$ cat src/pkam_pkg.sv
// Package for the path keepalive monitor: item, table entry and decision types,
// action, status and event codes. No dependencies.
package pkam_pkg;

  localparam int unsigned STAMP_W    = 32;
  localparam int unsigned PATH_W     = 4;
  localparam int unsigned INTERVAL_W = 16;
  localparam int unsigned HOLDOFF_W  = 8;
  localparam logic [HOLDOFF_W-1:0] HOLDOFF_RESET = 8'd10;

  typedef enum logic [1:0] {
    ACT_TICK    = 2'd0,
    ACT_CHECK   = 2'd1,
    ACT_RECEIVE = 2'd2,
    ACT_UNUSED  = 2'd3
  } action_t;

  localparam logic [1:0] STATUS_OK   = 2'd0;
  localparam logic [1:0] STATUS_DOWN = 2'd1;

  typedef enum logic [1:0] {
    EV_NONE = 2'd0,
    EV_SEND = 2'd1,
    EV_DOWN = 2'd2,
    EV_UP   = 2'd3
  } event_t;

  typedef enum logic {
    ST_IDLE,
    ST_EVAL
  } state_t;

  typedef struct packed {
    action_t                 action;
    logic [PATH_W-1:0]       path;
    logic [1:0]              status;
    logic [INTERVAL_W-1:0]   interval;
    logic [INTERVAL_W-1:0]   dead;
  } item_t;

  typedef struct packed {
    logic [STAMP_W-1:0] received;
    logic [STAMP_W-1:0] sent;
    logic [STAMP_W-1:0] commanded;
  } entry_t;

  typedef struct packed {
    event_t  kind;
    logic    wr_en;
    logic    tick;
    entry_t  entry;
  } decision_t;

endpackage

$ cat src/path_keepalive_monitor_top.sv
// Top level of the path keepalive monitor: handshake, per-path timestamp memory,
// seconds counter and result register. Uses pkam_pkg and pkam_eval.
//
// Usage:
//   s_*   : item channel. s_tuser carries the action (tick, check, receive);
//           s_tdata carries path, status, keepalive interval and dead time.
//   m_*   : result channel, one result transaction per item. m_tuser is the
//           event kind, m_tdata the path (zero when the kind is "nothing").
//   cfg_* : write of the hold-off register (seconds), always ready.
//   Timing: an item is taken in the idle cycle; the path's entry is read from
//   the memory at that edge into a register, evaluated and written back in the
//   evaluate state, when the result also enters the output register. The block
//   takes no new item while one is in the evaluate state: the idle/evaluate
//   handshake around the memory read-modify-write alternates the two states.
//   Stall: while a result waits in the output register the next item is still
//   taken and read; its evaluation waits until the output register frees up.
//   Reset: clears the seconds counter, the per-entry valid bits (an entry never
//   written reads as all-zero timestamps), the result register and sets the
//   hold-off back to 10 s. No clearing pass is needed.
module path_keepalive_monitor_top #(
  parameter int unsigned PATHS = 16
) (
  input  logic        clk,
  input  logic        rst,
  input  logic        s_tvalid,
  output logic        s_tready,
  input  logic [39:0] s_tdata,   // path_id[3:0], path_status[5:4],
                                 // keepalive_interval[21:6], dead_time[37:22], zero pad
  input  logic [1:0]  s_tuser,   // action[1:0]
  output logic        m_tvalid,
  input  logic        m_tready,
  output logic [7:0]  m_tdata,   // event_path[3:0], zero pad
  output logic [1:0]  m_tuser,   // event_kind[1:0]
  input  logic        cfg_valid,
  output logic        cfg_ready,
  input  logic [7:0]  cfg_data   // holdoff_seconds[7:0]
);

  localparam int unsigned AW = (PATHS > 1) ? $clog2(PATHS) : 1;

  pkam_pkg::state_t    state;
  pkam_pkg::state_t    state_next;
  pkam_pkg::item_t     item;
  pkam_pkg::item_t     in_item;
  pkam_pkg::entry_t    mem [PATHS];
  logic [PATHS-1:0]    valid;
  pkam_pkg::entry_t    rd_data;
  logic                rd_valid;
  pkam_pkg::entry_t    cur_entry;
  pkam_pkg::decision_t dec;
  logic [pkam_pkg::STAMP_W-1:0]   now_seconds;
  logic [pkam_pkg::HOLDOFF_W-1:0] holdoff;
  logic [AW-1:0]       rd_addr;
  logic [AW-1:0]       wr_addr;
  logic                in_range;
  logic                s_accept;
  logic                eval_fire;

  assign in_item.action   = pkam_pkg::action_t'(s_tuser);
  assign in_item.path     = s_tdata[3:0];
  assign in_item.status   = s_tdata[5:4];
  assign in_item.interval = s_tdata[21:6];
  assign in_item.dead     = s_tdata[37:22];

  assign s_accept = s_tvalid && s_tready;
  assign rd_addr  = AW'(in_item.path);
  assign wr_addr  = AW'(item.path);
  assign in_range = 9'(item.path) < 9'(PATHS);

  // next state
  always_comb begin
    state_next = state;
    unique case (state)
      pkam_pkg::ST_IDLE: if (s_tvalid) state_next = pkam_pkg::ST_EVAL;
      pkam_pkg::ST_EVAL: if (!m_tvalid || m_tready) state_next = pkam_pkg::ST_IDLE;
      default:           state_next = pkam_pkg::ST_IDLE;
    endcase
  end

  // state outputs
  always_comb begin
    s_tready  = 1'b0;
    eval_fire = 1'b0;
    unique case (state)
      pkam_pkg::ST_IDLE: s_tready  = 1'b1;
      pkam_pkg::ST_EVAL: eval_fire = !m_tvalid || m_tready;
      default: begin
      end
    endcase
  end

  always_ff @(posedge clk) begin
    if (rst) begin
      state <= pkam_pkg::ST_IDLE;
    end else begin
      state <= state_next;
    end
  end

  // item capture and registered memory read
  always_ff @(posedge clk) begin
    if (s_accept) begin
      item     <= in_item;
      rd_data  <= mem[rd_addr];
      rd_valid <= valid[rd_addr];
    end
  end

  // unwritten entries read as the start time
  assign cur_entry = rd_valid ? rd_data : '0;

  pkam_eval u_eval (
    .item     (item),
    .in_range (in_range),
    .entry    (cur_entry),
    .now      (now_seconds),
    .holdoff  (holdoff),
    .dec      (dec)
  );

  // write back; the next read comes only from the idle state, after the write, so no forwarding
  always_ff @(posedge clk) begin
    if (eval_fire && dec.wr_en) begin
      mem[wr_addr] <= dec.entry;
    end
  end

  always_ff @(posedge clk) begin
    if (rst) begin
      valid       <= '0;
      now_seconds <= '0;
    end else if (eval_fire) begin
      if (dec.wr_en) valid[wr_addr] <= 1'b1;
      if (dec.tick)  now_seconds <= now_seconds + 1'b1;
    end
  end

  // hold-off register
  assign cfg_ready = 1'b1;

  always_ff @(posedge clk) begin
    if (rst) begin
      holdoff <= pkam_pkg::HOLDOFF_RESET;
    end else if (cfg_valid && cfg_ready) begin
      holdoff <= cfg_data;
    end
  end

  // result register
  always_ff @(posedge clk) begin
    if (rst) begin
      m_tvalid <= 1'b0;
    end else if (eval_fire) begin
      m_tvalid <= 1'b1;
    end else if (m_tready) begin
      m_tvalid <= 1'b0;
    end
  end

  always_ff @(posedge clk) begin
    if (eval_fire) begin
      m_tuser <= dec.kind;
      m_tdata <= (dec.kind == pkam_pkg::EV_NONE) ? 8'd0 : {4'd0, item.path};
    end
  end

endmodule

$ cat src/pkam_eval.sv
// Per-item decision logic of the path keepalive monitor: takes the stored entry
// of one path and the item, gives the event and the entry to write back. Uses pkam_pkg.
module pkam_eval (
  input  pkam_pkg::item_t                       item,
  input  logic                                  in_range,
  input  pkam_pkg::entry_t                      entry,
  input  logic [pkam_pkg::STAMP_W-1:0]          now,
  input  logic [pkam_pkg::HOLDOFF_W-1:0]        holdoff,
  output pkam_pkg::decision_t                   dec
);

  logic [pkam_pkg::STAMP_W-1:0] since_rcv;
  logic [pkam_pkg::STAMP_W-1:0] since_sent;
  logic [pkam_pkg::STAMP_W-1:0] since_cmd;
  logic in_holdoff;
  logic is_dead;
  logic send_due;
  logic enabled;
  logic st_ok;
  logic st_down;

  assign since_rcv  = now - entry.received;
  assign since_sent = now - entry.sent;
  assign since_cmd  = now - entry.commanded;
  assign in_holdoff = since_cmd < pkam_pkg::STAMP_W'(holdoff);
  assign is_dead    = since_rcv > pkam_pkg::STAMP_W'(item.dead);
  assign send_due   = since_sent >= pkam_pkg::STAMP_W'(item.interval);
  assign enabled    = item.interval != '0;
  assign st_ok      = item.status == pkam_pkg::STATUS_OK;
  assign st_down    = item.status == pkam_pkg::STATUS_DOWN;

  always_comb begin
    dec.kind  = pkam_pkg::EV_NONE;
    dec.wr_en = 1'b0;
    dec.tick  = 1'b0;
    dec.entry = entry;
    unique case (item.action)
      pkam_pkg::ACT_TICK: begin
        dec.tick = 1'b1;
      end
      pkam_pkg::ACT_CHECK: begin
        if (in_range && enabled) begin
          dec.wr_en = 1'b1;
          priority if (st_ok && is_dead) begin
            if (!in_holdoff) begin
              dec.kind            = pkam_pkg::EV_DOWN;
              dec.entry.commanded = now;
            end
          end else if (st_ok && send_due) begin
            dec.kind       = pkam_pkg::EV_SEND;
            dec.entry.sent = now;
          end else begin
            // nothing due: entry written back unchanged
          end
        end
      end
      pkam_pkg::ACT_RECEIVE: begin
        if (in_range && enabled) begin
          dec.wr_en = 1'b1;
          priority if (st_down && in_holdoff) begin
            // blocked by the hold-off: receive time stays as it was
          end else if (st_down) begin
            dec.kind            = pkam_pkg::EV_UP;
            dec.entry.commanded = now;
            dec.entry.received  = now;
          end else begin
            dec.entry.received  = now;
          end
        end
      end
      default: begin
      end
    endcase
  end

endmodule

$ cat config.mk
export PLATFORM = sky130hd
export DESIGN_NAME = path_keepalive_monitor_top
export DESIGN_NICKNAME = d
export VERILOG_FILES = /design/src/pkam_pkg.sv /design/src/path_keepalive_monitor_top.sv /design/src/pkam_eval.sv
export SDC_FILE = /design/constraint.sdc
export NUM_CORES = 2
export LEC_CHECK = 0
export BUFFER_PORTS_ARGS = -buffer_cell sky130_fd_sc_hd__buf_2
export CAP_MARGIN = 20
export CORE_MARGIN = 3
export CORE_UTILIZATION = 29
export CTS_CLUSTER_DIAMETER = 80
export DETAILED_ROUTE_END_ITERATION = 10
export SETUP_SLACK_MARGIN = 0.15
export SLEW_MARGIN = 20
export SYNTH_ARGS = -nofsm -noshare
export SYNTH_HDL_FRONTEND = slang
export SYNTH_HIERARCHICAL = 1
export SYNTH_SLANG_ARGS = --single-unit
$ cat constraint.sdc
create_clock -name clk -period 18.5 [get_ports clk]
set_input_delay 2.775 -clock clk [delete_from_list [all_inputs] [get_ports clk]]
set_output_delay 2.775 -clock clk [all_outputs]
set_load 0.05 [all_outputs]
==> out/results.ini <==
[outcome]
status=completed

[critical_path]
ff2ff_setup_slack_ps=10150
crit_arrival_ps=8890
end_kind=register
critPathMaxFanout=41
start_kind=register
critPathKind=reg -> reg
required_ps=19040
cpLargestDelayFamily=compound AO/OA/AOI/OAI gates
crit_path_frequent_cell=a211oi_1
crit_chain=buf_4 > and2_1 > inv_1 > ha_1 > nor2b_1 > o2111ai_1 > a211oi_1 > nor2_1 > nor2b_1 > o21ai_0 > nand2b_1 > xor2_1 > ha_1 > a21o_1 > a21o_1 > a211oi_1 > a21oi_1 > a2111oi_0 > nand4_1 > nor4_1 > a211oi_1 > a21oi_4 > buf_4 > a22o_1
worstPathBufferInverterCount=3
cpPeakStageDelay_ps=900
slowest_stage=nor4_1

[yosys]
synth-seq-area-share=0.702
yosysMostFrequentCell=edfxtp_1
synthTopCellsByCount=1679 x edfxtp_1, 485 x mux4_2, 167 x inv_1
synth_top_area_share=0.687
synth_area_per_cell_um2=18.8
synth_area_leader_cell=edfxtp_1
syn-instance-count=3902
asyncSetResetFlopFracSynth=0
synth_edf_count=1679
yosys_most_used_dff=edfxtp_1
synth_area_leaders=edfxtp_1 69%, mux4_2 15%, ha_1 2.3%
synth_cell_types=94
synth_seq_cells=1737
yosysWarningCount=6
syn_area_mm2=0.0734

[floorplanning]
die_x_um=509
fp.coreArea_mm2=0.252
start_util=0.292
fp.dieH_um=509
core.rowCount=184
die-area_mm2=0.259
io_pins=68

[clock_network]
cts.hold.buffers_added=0
clk_pin_slew_worst_paths_ps=60
clockBufferDepth=3
cts_buffers=175
cts-htree-levels=4
clock-sinks=1737
clk_latency_ps=840
cts_tree=built
cts_root_buffer=clkbuf_16
cts_setup_buffers=0
cts_resized=0

[timing]
fin_hold_ws_ps=467
timing.final.crit_period_ps=8350
slew_viol_final=0
hold_viol_final=0
timing.final.ws_setup_ps=10150
worstMarginPinSlew_ps=1080
final-setup-viol-count=0
max_slew_margin=0.278
setup-tns-final_ps=0
rsz0062_at_grt=no
skew_ps=42.4
fin_crit_sh=0.451
clock.fmax_mhz=120

[drt]
viasPerCell=5.10
vias=38490
drtIter0Drc=3975
dr.pass1.iters=8
wl_per_cell_um=25.7
drcViolationCount=0
ant_nets=0
wl_mm=194

[worst_hold_path]
hold_class=reg -> reg

[finish]
syn_to_final_growth_pct=14.2
layout.nets=4247
fin_cells=7546
nFillCells=23643
drive_gt1_frac=0.235

[pwr]
p_leak_nw=27.5
p_total_mw=8.45
max-vdd-ir-drop_uv=88.2
p_per_area_mw_per_mm2=101

[run]
cap_violations=0

[placed_design]
port_buffers=60
gp_congestion=0.878
placed_cells=7224
pre_cts_slack_ps=10280
post-dp-hpwl_mm=108

[grt]
overflow=0
grt_max_degree=122
grt_pass1_wl_mm=279
grt_use_total=0.147
antenna_found_initial=6
grt_pass1_vias=38817

-- per-layer routing --
layer  wire, um  vias to the layer above  part of all wire  GRT usage
li1           -                    16214                 -          -
met2      96500                     1267              0.50      0.248
met3      10800                      307             0.056     0.0215
met1      80100                    20700              0.41      0.195
met4       6440                        2             0.033     0.0481
met5         13                        -          0.000067          0
-- tightest hold or removal path, delay by kind of cell, from the launching register on --
kind / cells / cell delay (ps)
simple gates: 1 / 70
compound gates: 1 / 40
flops: 1 / 320
-- final cells by class --
| type | instances | area [um2] | area share |
|---|---|---|---|
| clock inverter | 105 | 1220 | 0.0145 |
| antenna | 1 | 2.50 | 0.0000298 |
| clock buffer | 216 | 4600 | 0.0549 |
| timing repair buffer | 157 | 1160 | 0.0139 |
| multi-input combinational | 1815 | 20500 | 0.244 |
| sequential | 1737 | 51600 | 0.615 |
| tap | 3348 | 4190 | 0.0499 |
| inverter | 167 | 627 | 0.00747 |
-- sequential cells by signal (all words and copies together), names as in the netlist --
signal and cells:
mem 1536, rd_data 96, item 36, now_seconds 32
valid 16, holdoff 8, m_tdata 4, wr_addr 4
m_tuser 2, m_tvalid 1, rd_valid 1, state 1
-- cells by family after synthesis --
family,synth area share
AOI/OAI and AO/OA,0.0385
xor gates and xnor gates,0.00918
adders and majority gates,0.0240
buffers and inverters,0.0209
DFF,0.702
muxes,0.162
other,0.000102
and+or+nand+nor,0.0429
-- placed cells by master (no fill, tap or decap), types with 89 or more instances in the layout --
cell	n
mux4_2	485
ha_1	136
buf_4	89
edfxtp_1	1679
a21oi_1	116
clkbuf_16	176
and2_1	102
inv_1	167
nand2_1	120
nor2_1	136
-- path summary, 6_finish.rpt --
check / cells after the start / end / start
setup reg to reg: 24 / mem[4][7]$_DFFE_PP_ / rd_valid$_DFFE_PP_
hold reg to reg: 2 / valid[11]$_SDFFE_PP0P_ / valid[11]$_SDFFE_PP0P_
hold / removal: 2 / valid[11]$_SDFFE_PP0P_ / valid[11]$_SDFFE_PP0P_
setup / recovery: 24 / mem[4][7]$_DFFE_PP_ / rd_valid$_DFFE_PP_
-- through the flow --
stage	cell area [um2]	utilization
final	83900	0.333
after floorplan	73500	-
after global placement	78100	0.310
after global routing	83900	0.333
after detailed placement	78100	0.310
after CTS	83900	0.333
-- where the power goes --
group / internal (mW) / switching [mW] / total, mW
sequential: 4.36 / 0.0153 / 4.37
clock: 2.06 / 1.51 / 3.58
combinational: 0.197 / 0.302 / 0.499
Note: power is estimated with default switching activity, not from simulation.
